### config.mk
export PLATFORM = sky130hd
export DESIGN_NAME = trial_division_prime_test_unit
export DESIGN_NICKNAME = d
export VERILOG_FILES = /design/src/hdl/tdpt_pkg.sv /design/src/hdl/trial_division_prime_test_unit.sv /design/src/hdl/tdpt_dp.sv /design/src/hdl/tdpt_ctrl.sv
export VERILOG_INCLUDE_DIRS = /design/src /design/src/hdl
export SDC_FILE = /design/constraint.sdc
export NUM_CORES = 1
export LEC_CHECK = 0
export BUFFER_PORTS_ARGS = -buffer_cell sky130_fd_sc_hd__clkbuf_2
export CELL_PAD_IN_SITES_DETAIL_PLACEMENT = 1
export CELL_PAD_IN_SITES_GLOBAL_PLACEMENT = 2
export CORE_UTILIZATION = 35
export CTS_CLUSTER_DIAMETER = 30
export DETAILED_ROUTE_END_ITERATION = 6
export GPL_ROUTABILITY_DRIVEN = 1
export GPL_TIMING_DRIVEN = 0
export PLACE_DENSITY_LB_ADDON = 0.1
export SKIP_CTS_REPAIR_TIMING = 1
export SYNTH_ARGS = -nofsm -noshare
export SYNTH_HDL_FRONTEND = slang
export SYNTH_SLANG_ARGS = --single-unit
export TNS_END_PERCENT = 50
### constraint.sdc
create_clock -name clk -period 4.83 [get_ports clk]
set_input_delay 0.2415 -clock clk [delete_from_list [all_inputs] [get_ports clk]]
set_output_delay 0.2415 -clock clk [all_outputs]
set_load 0.01 [all_outputs]
### src/hdl/assert_macros.svh
// assertion macros shared by the prime test unit
// no dependencies; included by files that carry concurrent checks
`ifndef ASSERT_MACROS_SVH
`define ASSERT_MACROS_SVH

// condition that must hold at every clock edge out of reset
`define ASSERT_ALWAYS(label, clk, rst, cond, msg) \
  label: assert property (@(posedge clk) disable iff (rst) (cond)) else $error(msg);

// same-cycle implication
`define ASSERT_IMPLIES(label, clk, rst, ante, cons, msg) \
  label: assert property (@(posedge clk) disable iff (rst) (ante) |-> (cons)) else $error(msg);

// next-cycle implication
`define ASSERT_NEXT(label, clk, rst, ante, cons, msg) \
  label: assert property (@(posedge clk) disable iff (rst) (ante) |=> (cons)) else $error(msg);

`endif

### src/hdl/tdpt_pkg.sv
// shared types and constants of the trial division prime test unit
// used by tdpt_ctrl, tdpt_dp and the top level; no dependencies
`default_nettype none

package tdpt_pkg;

  // first trial divisor of the 6k +/- 1 wheel, its square and the first square step
  localparam int unsigned INIT_J     = 5;
  localparam int unsigned INIT_SQ    = 25;
  localparam int unsigned INIT_DELTA = 96;  // (j+6)^2 - j^2 = 12j + 36 at j = 5
  localparam int unsigned J_STEP     = 6;
  localparam int unsigned DELTA_STEP = 72;  // 12 * J_STEP
  localparam int unsigned DIV_THREE  = 3;
  localparam int unsigned PAIR_OFFS  = 2;

  typedef enum logic [2:0] {
    S_IDLE,
    S_CLASSIFY,
    S_WAIT3,
    S_CHECK,
    S_WAIT_J,
    S_WAIT_J2,
    S_FINISH
  } state_t;

  typedef enum logic [1:0] {
    SEL_THREE,
    SEL_J,
    SEL_J2
  } div_sel_t;

  typedef struct packed {
    logic     load;
    logic     div_start;
    div_sel_t div_sel;
    logic     step;
  } ctrl_cmd_t;

  typedef struct packed {
    logic n_lt2;
    logic n_lt4;
    logic n_even;
    logic div_busy;
    logic rem_zero;
    logic sq_gt_n;
  } dp_status_t;

endpackage

`default_nettype wire

### src/hdl/trial_division_prime_test_unit.sv
// Trial division prime test unit (top level; uses tdpt_pkg, tdpt_ctrl, tdpt_dp and
// assert_macros.svh). Each transaction on the input carries one candidate, of which the low
// NUMBER_BITS bits are tested; one transaction on the output gives is_prime. Zero and one are
// not prime, two and three are prime, other even numbers are composite. Odd
// numbers are first divided by three and then by j and j+2 for j = 5, 11, 17, ... while j*j
// does not exceed the number. All divisions run on one bit-serial remainder unit, with up to
// about sqrt(n) / 6 divisor pairs for a prime n. One item is worked on at a time; a new
// candidate is taken while the last result waits.
`default_nettype none

`include "assert_macros.svh"

module trial_division_prime_test_unit #(
  parameter int unsigned NUMBER_BITS = 32
) (
  input  wire logic        clk,
  input  wire logic        rst,
  input  wire logic        in_valid,
  output logic             in_stall,
  input  wire logic [31:0] candidate,
  output logic             out_valid,
  input  wire logic        out_stall,
  output logic             is_prime
);

  tdpt_pkg::ctrl_cmd_t  cmd;
  tdpt_pkg::dp_status_t status;
  logic                 out_free;
  logic                 out_load;
  logic                 verdict;

  assign out_free = !out_valid || !out_stall;

  tdpt_ctrl u_ctrl (
    .clk      (clk),
    .rst      (rst),
    .in_valid (in_valid),
    .in_stall (in_stall),
    .status   (status),
    .cmd      (cmd),
    .out_free (out_free),
    .out_load (out_load),
    .verdict  (verdict)
  );

  tdpt_dp #(
    .NUMBER_BITS (NUMBER_BITS)
  ) u_dp (
    .clk       (clk),
    .rst       (rst),
    .candidate (candidate),
    .cmd       (cmd),
    .status    (status)
  );

  // output register
  always_ff @(posedge clk) begin
    if (rst) begin
      out_valid <= 1'b0;
    end else if (out_load) begin
      out_valid <= 1'b1;
    end else if (!out_stall) begin
      out_valid <= 1'b0;
    end
  end

  always_ff @(posedge clk) begin
    if (out_load) begin
      is_prime <= verdict;
    end
  end

  `ASSERT_NEXT(a_busy_after_accept, clk, rst, in_valid && !in_stall, in_stall, "accepted a candidate but did not go busy")
  `ASSERT_IMPLIES(a_div_only_when_busy, clk, rst, status.div_busy, in_stall, "remainder unit running while input is open")
  `ASSERT_IMPLIES(a_no_result_overwrite, clk, rst, out_load, !out_valid || !out_stall, "result loaded over a waiting result")

endmodule

`default_nettype wire

### src/hdl/tdpt_dp.sv
// datapath of the prime test: candidate, wheel divisor, running square
// and a bit-serial remainder unit; depends on tdpt_pkg
`default_nettype none

module tdpt_dp #(
  parameter int unsigned NUMBER_BITS
) (
  input  wire logic                  clk,
  input  wire logic                  rst,
  input  wire logic [31:0]           candidate,
  input  wire tdpt_pkg::ctrl_cmd_t   cmd,
  output tdpt_pkg::dp_status_t       status
);

  localparam int unsigned W  = NUMBER_BITS;
  localparam int unsigned SW = NUMBER_BITS + 2;
  localparam int unsigned CW = $clog2(NUMBER_BITS);

  logic [W-1:0]  n;
  logic [W-1:0]  j;
  logic [SW-1:0] sq;
  logic [SW-1:0] delta;
  logic [W-1:0]  divisor;
  logic [W-1:0]  rem;
  logic [CW-1:0] cnt;
  logic          div_busy;

  logic [W-1:0]  divisor_next;
  logic [W:0]    shifted;
  logic [W:0]    diff;

  always_comb begin
    unique case (cmd.div_sel)
      tdpt_pkg::SEL_THREE: divisor_next = W'(tdpt_pkg::DIV_THREE);
      tdpt_pkg::SEL_J:     divisor_next = j;
      tdpt_pkg::SEL_J2:    divisor_next = j + W'(tdpt_pkg::PAIR_OFFS);
      default:             divisor_next = j;
    endcase
  end

  // one quotient bit per cycle, msb first; rem stays below divisor
  assign shifted = {rem, n[cnt]};
  assign diff    = shifted - {1'b0, divisor};

  always_ff @(posedge clk) begin
    if (cmd.load) begin
      n     <= W'(candidate);
      j     <= W'(tdpt_pkg::INIT_J);
      sq    <= SW'(tdpt_pkg::INIT_SQ);
      delta <= SW'(tdpt_pkg::INIT_DELTA);
    end else if (cmd.step) begin
      j     <= j + W'(tdpt_pkg::J_STEP);
      sq    <= sq + delta;
      delta <= delta + SW'(tdpt_pkg::DELTA_STEP);
    end

    if (cmd.div_start) begin
      divisor <= divisor_next;
      rem     <= '0;
      cnt     <= CW'(W - 1);
    end else if (div_busy) begin
      if (shifted >= {1'b0, divisor}) begin
        rem <= diff[W-1:0];
      end else begin
        rem <= shifted[W-1:0];
      end
      cnt <= cnt - CW'(1);
    end
  end

  always_ff @(posedge clk) begin
    if (rst) begin
      div_busy <= 1'b0;
    end else if (cmd.div_start) begin
      div_busy <= 1'b1;
    end else if (div_busy && (cnt == '0)) begin
      div_busy <= 1'b0;
    end
  end

  assign status.n_lt2    = (n[W-1:1] == '0);
  assign status.n_lt4    = (n[W-1:2] == '0);
  assign status.n_even   = ~n[0];
  assign status.div_busy = div_busy;
  assign status.rem_zero = (rem == '0);
  assign status.sq_gt_n  = (sq > SW'(n));

endmodule

`default_nettype wire

### src/hdl/tdpt_ctrl.sv
// controller of the prime test: sequences the special cases, the test by
// three and the wheel of trial divisions; depends on tdpt_pkg
`default_nettype none

module tdpt_ctrl (
  input  wire logic                  clk,
  input  wire logic                  rst,
  input  wire logic                  in_valid,
  output logic                       in_stall,
  input  wire tdpt_pkg::dp_status_t  status,
  output tdpt_pkg::ctrl_cmd_t        cmd,
  input  wire logic                  out_free,
  output logic                       out_load,
  output logic                       verdict
);

  tdpt_pkg::state_t state, state_next;
  logic             verdict_next;

  always_ff @(posedge clk) begin
    if (rst) begin
      state <= tdpt_pkg::S_IDLE;
    end else begin
      state <= state_next;
    end
  end

  always_ff @(posedge clk) begin
    verdict <= verdict_next;
  end

  always_comb begin
    state_next   = state;
    verdict_next = verdict;
    unique case (state)
      tdpt_pkg::S_IDLE: begin
        if (in_valid) state_next = tdpt_pkg::S_CLASSIFY;
      end
      tdpt_pkg::S_CLASSIFY: begin
        priority if (status.n_lt2) begin
          verdict_next = 1'b0;
          state_next   = tdpt_pkg::S_FINISH;
        end else if (status.n_lt4) begin
          verdict_next = 1'b1;
          state_next   = tdpt_pkg::S_FINISH;
        end else if (status.n_even) begin
          verdict_next = 1'b0;
          state_next   = tdpt_pkg::S_FINISH;
        end else begin
          state_next = tdpt_pkg::S_WAIT3;
        end
      end
      tdpt_pkg::S_WAIT3: begin
        if (!status.div_busy) begin
          if (status.rem_zero) begin
            verdict_next = 1'b0;
            state_next   = tdpt_pkg::S_FINISH;
          end else begin
            state_next = tdpt_pkg::S_CHECK;
          end
        end
      end
      tdpt_pkg::S_CHECK: begin
        // square of the divisor past the candidate: no factor left to find
        if (status.sq_gt_n) begin
          verdict_next = 1'b1;
          state_next   = tdpt_pkg::S_FINISH;
        end else begin
          state_next = tdpt_pkg::S_WAIT_J;
        end
      end
      tdpt_pkg::S_WAIT_J: begin
        if (!status.div_busy) begin
          if (status.rem_zero) begin
            verdict_next = 1'b0;
            state_next   = tdpt_pkg::S_FINISH;
          end else begin
            state_next = tdpt_pkg::S_WAIT_J2;
          end
        end
      end
      tdpt_pkg::S_WAIT_J2: begin
        if (!status.div_busy) begin
          if (status.rem_zero) begin
            verdict_next = 1'b0;
            state_next   = tdpt_pkg::S_FINISH;
          end else begin
            state_next = tdpt_pkg::S_CHECK;
          end
        end
      end
      tdpt_pkg::S_FINISH: begin
        if (out_free) state_next = tdpt_pkg::S_IDLE;
      end
      default: begin
        state_next = tdpt_pkg::S_IDLE;
      end
    endcase
  end

  always_comb begin
    cmd.load      = 1'b0;
    cmd.div_start = 1'b0;
    cmd.div_sel   = tdpt_pkg::SEL_THREE;
    cmd.step      = 1'b0;
    out_load      = 1'b0;
    in_stall      = (state != tdpt_pkg::S_IDLE);
    unique case (state)
      tdpt_pkg::S_IDLE: begin
        cmd.load = in_valid;
      end
      tdpt_pkg::S_CLASSIFY: begin
        cmd.div_start = !(status.n_lt2 || status.n_lt4 || status.n_even);
        cmd.div_sel   = tdpt_pkg::SEL_THREE;
      end
      tdpt_pkg::S_WAIT3: begin
      end
      tdpt_pkg::S_CHECK: begin
        cmd.div_start = !status.sq_gt_n;
        cmd.div_sel   = tdpt_pkg::SEL_J;
      end
      tdpt_pkg::S_WAIT_J: begin
        cmd.div_start = !status.div_busy && !status.rem_zero;
        cmd.div_sel   = tdpt_pkg::SEL_J2;
      end
      tdpt_pkg::S_WAIT_J2: begin
        cmd.step = !status.div_busy && !status.rem_zero;
      end
      tdpt_pkg::S_FINISH: begin
        out_load = out_free;
      end
      default: begin
      end
    endcase
  end

endmodule

`default_nettype wire

==> flow_summary.json, run 1 <==
{
  "fp.dieW_um": 195,
  "synth_edf_count": 65,
  "numClockSinks": 200,
  "layout_commonest_cell": "nand2_1",
  "synth.cell_area_mm2": 0.0131,
  "grt_pass1_vias": 11500,
  "worst_pin_slew_ns": 1.18,
  "finalMaxSlewViolations": 0,
  "syn_nets": 1692,
  "critPathCaptureType": "flop",
  "slowest_stage": "mux4_2",
  "async_reset_ff_share_pct": 0,
  "timing.rr.end": "u_dp.rem[30]$_SDFFE_PP0P_",
  "finalPower_w": 0.00703,
  "grtUsageTotal_pct": 22.7,
  "start_util_pct": 35.6,
  "path_cells": "buf_6, mux4_2, mux2i_1, o211ai_1, and3_1, buf_6, fa_1, a21oi_2, o31ai_2, a2111oi_2, buf_4, o21ai_1, nand4_1, a21boi_1, o21ai_1, mux2i_1, a2111oi_2, a311o_1",
  "drt_wl_total_um": 42700,
  "dr_total_vias": 11700,
  "hold_path.startpoint": "rst",
  "ant_nets": 0,
  "cts.htree.levels": 4,
  "timing.fmax_ghz": 0.216,
  "ys_ff_latch": 200,
  "yosysWarningCount": 0,
  "wl_met2_um": 18000,
  "crit_buf_inv": 3,
  "timing_hold_violations_final": 0,
  "final_net_count": 1785,
  "numCtsBuffers": 17,
  "top_layer_used": "met4",
  "area_growth_pct": 13.8,
  "rows": 70,
  "path_clk_slew_ns": 0.09,
  "avgSynthCellArea_um2": 8.39,
  "p_per_area_mw_per_mm2": 472,
  "gp_congestion": 0.843,
  "layout-drive-gt1-share_pct": 6.61,
  "post-route-period-util_pct": 95.9,
  "insertion_delay_ns": 0.47,
  "tritoncts": "yes",
  "path_class": "reg -> reg",
  "route.detailed.drc": 0,
  "worst_slew_margin_rel_pct": 20.5,
  "drt_iter0_markers": 613,
  "worstPathMaxFanout": 9,
  "coreArea_mm2": 0.0367,
  "critical_path_depth": 18,
  "r2r-start": "u_dp.cnt[0]$_SDFFE_PP1P_",
  "cts_root_buf": "clkbuf_16",
  "setup_violations": 0,
  "ir_drop_mv": 0.254,
  "crit_family": "compound AO/OA/AOI/OAI gates",
  "cellLeakagePower_nw": 6.13,
  "layout_common_cells": "158 x nand2_1, 149 x nor2_1, 135 x dfxtp_1, 120 x a21oi_1, 103 x o21ai_0",
  "firstDrtPassIters": 5,
  "ys_seq_area_share_pct": 35.6,
  "maxCapViolations": 0,
  "critPathMaxStageDelay_ns": 0.50,
  "io_pins": 39,
  "skew_ns": 0.0170,
  "grt_first_pass_wirelength_um": 67000,
  "grt_max_degree": 33,
  "dieArea_mm2": 0.0382,
  "synth_cells": 1559,
  "r2r_cells": 18,
  "synth.distinct_cells": 67,
  "port_buffers": 38,
  "diodes": 0,
  "fin_crit_ns": 4.63,
  "cp.required_ns": 5.18,
  "met1_length_um": 22900,
  "status": "finished clean",
  "route.met3.wl_um": 1360,
  "hold_path_class": "in -> reg",
  "ff2ff_setup_slack_ns": 0.20,
  "wl_per_cell_um": 20.0,
  "antenna_found_initial": 0,
  "dominantRegCellSynth": "dfxtp_1",
  "cts_max_path_buffers": 2,
  "crit_path_start_kind": "flop",
  "hold_depth": 2,
  "final_core_util_pct": 40.6,
  "dpl.hpwl_um": 33000,
  "vias_per_cell": 5.48,
  "die_h_um": 195,
  "grt-ovfl-total": 0,
  "hold_end": "u_ctrl.state[1]$_SDFFE_PP0P_",
  "arrival_ns": 4.98,
  "fin_setup_tns_ns": 0
}
## cell usage after synthesis (4+ instances only)
| library cell | count | share of area [%] |
|---|---|---|
| nor3_1 | 31 | 1.2 |
| a2111oi_0 | 4 | 0.27 |
| or3_1 | 22 | 1.1 |
| a211oi_1 | 37 | 2.1 |
| nor4_1 | 20 | 0.96 |
| inv_1 | 100 | 2.9 |
| a31oi_1 | 17 | 0.81 |
| nand2b_1 | 8 | 0.38 |
| o21ai_0 | 105 | 4.0 |
| nand4_1 | 28 | 1.3 |
| mux4_2 | 7 | 1.2 |
| xor2_1 | 50 | 3.3 |
| edfxtp_1 | 65 | 15 |
| and4_1 | 5 | 0.33 |
| dfxtp_1 | 135 | 21 |
| nand2_1 | 158 | 4.5 |
| and3_1 | 20 | 0.96 |
| nor3b_1 | 7 | 0.40 |
| a21o_1 | 40 | 2.3 |
| clkbuf_1 | 54 | 1.5 |
| or2_2 | 7 | 0.33 |
| ha_1 | 95 | 9.1 |
| o21bai_1 | 15 | 0.86 |
| nor2_1 | 149 | 4.3 |
| mux2i_1 | 32 | 2.4 |
| nand3_1 | 53 | 2.0 |
| o31ai_1 | 12 | 0.69 |
| and2_1 | 11 | 0.53 |
| nor2b_1 | 10 | 0.48 |
| o21a_1 | 14 | 0.80 |
| a21boi_0 | 6 | 0.34 |
| o22ai_1 | 5 | 0.24 |
| xnor2_1 | 43 | 2.9 |
| nand3b_1 | 4 | 0.23 |
| buf_1 | 4 | 0.11 |
| o211ai_1 | 10 | 0.57 |
| buf_6 | 6 | 0.52 |
| a21oi_1 | 121 | 4.6 |
## kinds of logic (layout without fill, tap and decap cells)
family	count (synthesis)	after routing	synth area share (%)
adders and majority gates	97	97	9.39
and+or+nand+nor	543	543	19.7
DFF	200	200	35.6
buffers and inverters	167	273	5.16
AOI/OAI and AO/OA	418	418	20.2
xor gates and xnor gates	93	93	6.23
muxes	41	41	3.83
## report_power, final
group	switching [W]	total [W]	internal [W]
clock	0.000806	0.00152	0.000715
sequential	0.000264	0.00229	0.00203
combinational	0.00192	0.00322	0.00130
## routing by layer
layer | track usage [%] | vias up
li1 | - | 5817
met1 | 34.8 | 5682
met2 | 33.1 | 158
met3 | 3.54 | 28
met4 | 4.78 | 0
met5 | 0 | -
## how the worst max path moves through the flow
stage,start,slack (ns),endpoint
6_report,u_dp.cnt[0]$_SDFFE_PP1P_,0.20,u_dp.rem[30]$_SDFFE_PP0P_
3_3_place_gp,u_dp.cnt[0]$_SDFFE_PP1P_,-0.56,u_dp.rem[30]$_SDFFE_PP0P_
2_1_floorplan,u_dp.cnt[0]$_SDFFE_PP1P_,0.82,u_dp.rem[30]$_SDFFE_PP0P_
3_5_place_dp,u_dp.cnt[0]$_SDFFE_PP1P_,-0.55,u_dp.rem[30]$_SDFFE_PP0P_
4_1_cts,u_dp.cnt[0]$_SDFFE_PP1P_,-0.69,u_dp.rem[30]$_SDFFE_PP0P_
5_1_grt,u_dp.cnt[0]$_SDFFE_PP1P_,-0.02,u_dp.rem[30]$_SDFFE_PP0P_
## per-stage QoR
stage	setup slack, ns	instance area (µm²)	hold WS [ns]	instances
after floorplan	0.818	13100	0.311	1559
after global placement	-0.558	13900	0.421	2065
after detailed placement	-0.551	13900	0.421	2068
after CTS	-0.689	14500	-0.0809	2100
after global routing	-0.0220	14900	0.0302	2133
final	0.198	14900	0.0494	2133
## cell type report
cell class / count / area, µm²
fill: 4388 / 21800
multi-input combinational: 1192 / 7780
sequential: 200 / 4650
tap: 468 / 586
timing repair buffer: 74 / 573
clock buffer: 17 / 425
inverter: 100 / 375
buffer: 67 / 303
clock inverter: 15 / 196
## state kept, by name, summed over array words and instances, names as in the netlist
name,count
is_prime,1
out_valid,1
u_ctrl.state,3
u_ctrl.verdict,1
u_dp.cnt,5
u_dp.delta,31
u_dp.div_busy,1
u_dp.divisor,31
u_dp.j,31
u_dp.n,32
u_dp.rem,32
u_dp.sq,31
(Power assumes the default switching activity.)
==> run 2: changes to the inputs <==
Settings changed: CORE_UTILIZATION 35 to 26.
Clock period 4.83 ns to 3.7 ns, I/O delays scaled along.
==> run 2 against run 1 <==
  * The flow now finishes with violations (negative setup slack)
  * Critical path depth shrank 2
  * Highest routed layer unchanged
  * Via count fell by 0.33%
  * Hold slack improved by 0.17 ns
  * Final cell count rose by 9.8%
  * Sequential power is 31% higher
  * Sequential share of layout area is 0.93 points lower
  * Flip-flop and latch count is the same
  * Combinational power increased by 40%
  * Utilization decreased by 9.4 points
  * First-iteration DRC count fell by 6.9%
  * Clock skew decreased by 0.0042 ns
  * Register-to-register slack worse by 0.66 ns
==> flow_summary.json, run 2 (synthesis gave the netlist of run 1 again) <==
{
  "status": "finished with violations",
  "violations": "negative setup slack",
  "rows": 81,
  "route.detailed.drc": 0,
  "ant_nets": 0,
  "cts_max_path_buffers": 2,
  "worstPathMaxFanout": 8,
  "timing.fmax_ghz": 0.240,
  "layout-drive-gt1-share_pct": 8.88,
  "diodes": 0,
  "pwr-share-clk_pct": 20.9,
  "grt_max_degree": 41,
  "placed_cells": 2263,
  "worst_hold_slack_ns": 0.223,
  "cellLeakagePower_nw": 6.22,
  "place_area_mm2": 0.0142,
  "final_core_util_pct": 31.2,
  "drt_wl_total_um": 46300,
  "numClockSinks": 200,
  "io_pins": 39,
  "port_buffers": 38,
  "cts_root_buf": "clkbuf_16",
  "coreArea_mm2": 0.0493,
  "design_area_mm2": 0.0154,
  "dieArea_mm2": 0.0512,
  "firstDrtPassIters": 6,
  "final_cells": 2342,
  "crit_path_start_kind": "flop",
  "p_per_area_mw_per_mm2": 616,
  "fp.dieW_um": 226,
  "rsz0062_at_grt": "yes",
  "grt_first_pass_wirelength_um": 70300,
  "numCtsBuffers": 17,
  "antenna_found_initial": 0,
  "p_sw_w": 0.00405,
  "dr_total_vias": 11600,
  "path_clk_slew_ns": 0.08,
  "comb_power_share_pct": 47.5,
  "hold_path_class": "in -> reg",
  "intPower_w": 0.00542,
  "start_util_pct": 26.6,
  "timing.final.ws_setup_ns": -0.465,
  "cts.htree.levels": 4,
  "cp.required_ns": 4.09,
  "wl_per_cell_um": 19.8,
  "final_net_count": 1798,
  "setup_violations": 6,
  "fin_crit_ns": 4.17,
  "grt_pass1_vias": 11500,
  "post-route-period-util_pct": 113,
  "path_class": "reg -> reg",
  "area_growth_pct": 17.4,
  "crit_buf_inv": 1,
  "path_cells": "buf_6, mux4_2, nand2_1, nand4_1, and3_4, fa_2, a21oi_4, o31ai_4, a2111oi_4, o21ai_2, nand4_1, a21boi_2, o21ai_2, mux2i_1, a2111oi_2, a311o_1",
  "pwr-share-seq_pct": 31.6,
  "dpl.hpwl_um": 36100,
  "layout_commonest_cell": "nand2_1",
  "finalMaxSlewViolations": 0,
  "vias_per_cell": 4.97,
  "arrival_ns": 4.56,
  "grtUsageTotal_pct": 18.5,
  "grt-ovfl-total": 0,
  "maxCapViolations": 0,
  "die_h_um": 226,
  "tritoncts": "yes",
  "drt_iter0_markers": 571,
  "critPathCaptureType": "flop",
  "critPathMaxStageDelay_ns": 0.55,
  "crit_family": "compound AO/OA/AOI/OAI gates",
  "ir_drop_mv": 0.336,
  "worst_slew_margin_rel_pct": 39.1,
  "timing_hold_violations_final": 0,
  "insertion_delay_ns": 0.50,
  "reg_top3": "u_dp.n: 32 flops, u_dp.rem: 32 flops",
  "slowest_stage": "mux4_2",
  "gp_congestion": 0.821,
  "skew_ns": 0.0128,
  "swShare_pct": 42.8,
  "layout_common_cells": "157 x nand2_1, 149 x nor2_1, 133 x dfxtp_1, 116 x a21oi_1, 102 x o21ai_0",
  "worst_pin_slew_ns": 0.908,
  "final.fill_count": 5844
}
run 2: per-layer routing:
| metal | up-vias | routed length, µm | track usage, % | share of wire, % |
|---|---|---|---|---|
| li1 | 5836 | - | - | - |
| met4 | 0 | 533 | 4.73 | 1.2 |
| met2 | 80 | 20400 | 28.0 | 44 |
| met1 | 5706 | 24400 | 27.0 | 53 |
| met5 | - | 0 | 0 | 0 |
| met3 | 25 | 908 | 2.98 | 2.0 |
run 2: power groups by stage:
stage	registers, W	logic (W)	clock network, W
6_report	0.00299	0.00450	0.00197
5_1_grt	0.00304	0.00500	0.00213
4_1_cts	0.00299	0.00423	0.00206
3_5_place_dp	0.00304	0.00420	0
3_3_place_gp	0.00305	0.00415	0
2_1_floorplan	0.00289	0.00308	0
run 2: path summary, 6_finish.rpt:
check | from | endpoint | slack (ns) | depth (start not counted)
setup / recovery | u_dp.cnt[3]$_SDFFE_PP1P_ | u_dp.rem[30]$_SDFFE_PP0P_ | -0.47 | 16
hold / removal | in_valid | u_ctrl.state[0]$_SDFFE_PP0P_ | 0.22 | 5
setup reg to reg | u_dp.cnt[3]$_SDFFE_PP1P_ | u_dp.rem[30]$_SDFFE_PP0P_ | -0.47 | 16
hold reg to reg | u_ctrl.verdict$_DFFE_PP_ | is_prime$_DFFE_PP_ | 0.43 | 0
run 2: metrics by stage:
stage	worst slack, ns	total power (W)	TNS, ns
after floorplan	-0.129	0.00598	-0.129
after global placement	-1.41	0.00720	-69.73
after detailed placement	-1.33	0.00724	-47.38
after CTS	-1.40	0.00928	-50.62
after global routing	-0.662	0.0102	-11.20
final	-0.465	0.00946	-1.20
run 2: worst register-to-register path, cell delays in order, from the launching register on:
cell	delay (ns)
dfxtp_1	0.34
buf_6	0.15
mux4_2	0.55
nand2_1	0.09
nand4_1	0.17
and3_4	0.27
fa_2	0.41
a21oi_4	0.21
o31ai_4	0.12
a2111oi_4	0.43
o21ai_2	0.15
nand4_1	0.22
a21boi_2	0.12
o21ai_2	0.17
mux2i_1	0.24
a2111oi_2	0.09
a311o_1	0.32
run 2: layout make-up:
type	instances	area [µm²]	share of cell area, %
inverters	100	375	2.44
repair buffers	88	663	4.32
clock inverters	14	136	0.888
multi-input cells	1192	7930	51.6
clock buffers	18	439	2.86
well taps	664	831	5.41
flip-flops and latches	200	4660	30.3
plain buffers	66	327	2.13
==> run 3: changes to the inputs <==
--- a/config.mk
+++ b/config.mk
@@ -20,2 +20,3 @@
 export SYNTH_HDL_FRONTEND = slang
+export SYNTH_HIERARCHICAL = 1
 export SYNTH_SLANG_ARGS = --single-unit
--- a/constraint.sdc
+++ b/constraint.sdc
@@ -3,2 +3,2 @@
 set_output_delay 0.185 -clock clk [all_outputs]
-set_load 0.01 [all_outputs]
+set_load 0.005 [all_outputs]
==> run 3 against run 2 <==
  * The flow now finishes without violations
  * Design area is 2.0% higher
  * Clock skew shrank 0.0019 ns
  * Worst setup slack better by 0.47 ns
  * Hold slack worse by 0.11 ns
  * Non-clock buffer count increased by 6
  * Combinational power up 33%
==> flow_summary.json, run 3 <==
{
  "r2r-start": "u_dp/n[22]$_DFFE_PP_",
  "syn_nets": 1669,
  "finalMaxSlewViolations": 0,
  "p_per_area_mw_per_mm2": 709,
  "port_buffers": 38,
  "synthAdderAreaFrac_pct": 9.36,
  "timing_hold_violations_final": 0,
  "dominantRegCellSynth": "dfxtp_1",
  "gp_congestion": 0.825,
  "tritoncts": "yes",
  "avgSynthCellArea_um2": 8.54,
  "worst_pin_slew_ns": 1.12,
  "met2_usage_pct": 29.5,
  "layout_common_cells": "187 x nor2_1, 132 x dfxtp_1, 116 x nand2_1, 97 x inv_1, 95 x ha_1",
  "final.fill_count": 5832,
  "grt_first_pass_wirelength_um": 68500,
  "critPathCapture": "u_dp/rem[20]$_SDFFE_PP0P_",
  "synth.distinct_cells": 81,
  "antenna_found_initial": 0,
  "synthSimpleGateAreaFrac_pct": 21.3,
  "async_reset_ff_share_pct": 0,
  "io_pins": 39,
  "grt.met3_usage_pct": 2.84,
  "hold_depth": 3,
  "cts.htree.levels": 4,
  "cts_max_path_buffers": 2,
  "worst_hold_slack_ns": 0.116,
  "die_h_um": 227,
  "dpl.hpwl_um": 34400,
  "hold_path_class": "in -> reg",
  "path_cells": "mux4_2, mux2_4, nand3b_1, nand4_4, fa_2, a21oi_4, o21ai_4, a21oi_4, o21ai_2, a21bo_2, a31oi_4, o21bai_1, xor2_1, o21a_1",
  "synth_edf_count": 65,
  "timing.fmax_ghz": 0.271,
  "register_area_mm2": 0.00466,
  "worst_slew_margin_rel_pct": 24.5,
  "status": "finished clean",
  "synth_cells": 1536,
  "diodes": 0,
  "post-route-period-util_pct": 99.9,
  "critPathCaptureType": "flop",
  "setup_violations": 0,
  "reg_top3": "u_dp/n: 32 flops, u_dp/rem: 32 flops",
  "synth_compound_area_share_pct": 17.3,
  "grt-busiest-layer": "met2",
  "fp.dieW_um": 227,
  "cp-startpoint": "u_dp/n[22]$_DFFE_PP_",
  "numClockSinks": 200,
  "numCtsBuffers": 17,
  "synth_top_area_share_pct": 20.6,
  "grtUsageTotal_pct": 17.8,
  "worstPathMaxFanout": 3,
  "layout_commonest_cell": "nor2_1",
  "area_growth_pct": 19.4,
  "synth_common_cells": "191 x nor2_1, 135 x dfxtp_1, 118 x nand2_1, 98 x inv_1, 95 x ha_1",
  "wl_per_cell_um": 19.1,
  "cp.required_ns": 4.10,
  "ys_top_cells_by_area": "dfxtp_1 21%, edfxtp_1 15%, ha_1 9.1%",
  "slowest_stage": "mux4_2",
  "drt_wl_total_um": 44600,
  "crit_top_cell": "a21oi_4",
  "layout-drive-gt1-share_pct": 11.3,
  "route.detailed.drc": 0,
  "multi_input_area_mm2": 0.00819,
  "grt_pass1_vias": 11600,
  "insertion_delay_ns": 0.50,
  "vias_per_cell": 4.91,
  "coreArea_mm2": 0.0494,
  "use_met1_pct": 23.1,
  "ys_seq_area_share_pct": 35.5,
  "ir_drop_mv": 0.280,
  "arrival_ns": 4.09,
  "ant_nets": 0,
  "synth.cell_area_mm2": 0.0131,
  "start_util_pct": 26.6,
  "maxCapViolations": 0,
  "synth_top_area_cell": "dfxtp_1",
  "path_clk_slew_ns": 0.08,
  "grt-ovfl-total": 0,
  "cellLeakagePower_nw": 6.32,
  "fin_crit_ns": 3.69,
  "ys_ff_latch": 200,
  "dr_total_vias": 11400,
  "drt_iter0_markers": 486,
  "critPathMaxStageDelay_ns": 0.51,
  "cts_root_buf": "clkbuf_16",
  "yosysWarningCount": 6,
  "synth_xor_xnor_area_share_pct": 7.21,
  "firstDrtPassIters": 4,
  "rows": 81,
  "r2r_cells": 14,
  "ff2ff_setup_slack_ns": 0.006,
  "timing.rr.end": "u_dp/rem[20]$_SDFFE_PP0P_",
  "rsz0062_at_grt": "yes",
  "path_class": "reg -> reg",
  "synth.most_common_cell": "nor2_1",
  "final_net_count": 1789,
  "grt_max_degree": 34,
  "skew_ns": 0.0110,
  "crit_path_start_kind": "flop",
  "synthMuxAreaShare_pct": 4.63,
  "final_core_util_pct": 31.8,
  "synth_top_family_by_area": "simple AND/OR/NAND/NOR gates",
  "dieArea_mm2": 0.0514
}
[run 3: cell count changes after synthesis, moves of 17 or more]
| cell | before | now |
|---|---|---|
| a21oi_1 | 121 | 91 |
| nand2_1 | 158 | 118 |
| nor2_1 | 149 | 191 |
| nor2b_1 | 10 | 27 |
| o21ai_0 | 105 | 67 |
[run 3: per-layer routing]
| metal | vias to the layer above | part of all wire, % |
|---|---|---|
| li1 | 5770 | - |
| met1 | 5545 | 47 |
| met2 | 82 | 48 |
| met3 | 47 | 2.4 |
| met4 | 0 | 2.7 |
| met5 | - | 0 |
[run 3: worst min-delay path by stage]
stage	to	slack [ns]	start
floorplan	u_dp/div_busy$_SDFFE_PP0P_	0.25	rst
CTS	u_dp/n[19]$_DFFE_PP_	-0.19	candidate[19]
global placement	u_dp/n[9]$_DFFE_PP_	0.36	candidate[9]
detailed placement	u_dp/n[9]$_DFFE_PP_	0.36	candidate[9]
global route	u_ctrl/state[0]$_SDFFE_PP0P_	0.15	in_valid
finish	u_ctrl/state[2]$_SDFFE_PP0P_	0.12	in_valid
[run 3: cells by family after synthesis]
| logic type | count (synthesis) |
|---|---|
| fa+ha+maj | 97 |
| xor+xnor | 108 |
| buf+inv | 160 |
| mux | 53 |
| compound gates | 344 |
| simple gates | 574 |
| flops | 200 |
[run 3: stage by stage]
stage | area, µm² | setup slack, ns | setup TNS, ns | instances | power (W)
2_1_floorplan | 13100 | 0.0560 | 0 | 1536 | 0.00683
3_3_place_gp | 14100 | -1.08 | -59.62 | 2238 | 0.00851
3_5_place_dp | 14100 | -1.06 | -43.02 | 2238 | 0.00851
4_1_cts | 14700 | -1.09 | -46.86 | 2270 | 0.0105
5_1_grt | 15700 | -0.124 | -0.532 | 2333 | 0.0120
6_report | 15700 | 0.00551 | 0 | 2333 | 0.0111
[run 3: cell type report]
class / count / area share [%]
inverter: 100 / 2.42
clock buffer: 18 / 2.80
timing repair buffer: 100 / 4.75
buffer: 60 / 1.79
tap: 664 / 5.30
multi-input combinational: 1177 / 52.3
clock inverter: 14 / 0.926
sequential: 200 / 29.7
[run 3: worst max-delay path, delay by kind of cell, from the launching register on]
kind                       cells  cell delay [ns]
adders and majority gates      1             0.46
AOI/OAI and AO/OA              8             1.34
and+or+nand+nor                2             0.30
xor gates and xnor gates       1             0.18
DFF                            1             0.48
muxes                          2             0.81
[run 3: power by group]
| part | switching, W | leakage [nW] | internal, W |
|---|---|---|---|
| combinational | 0.00358 | 4.33 | 0.00239 |
| sequential | 0.000438 | 1.71 | 0.00278 |
| clock | 0.000968 | 0.276 | 0.000960 |
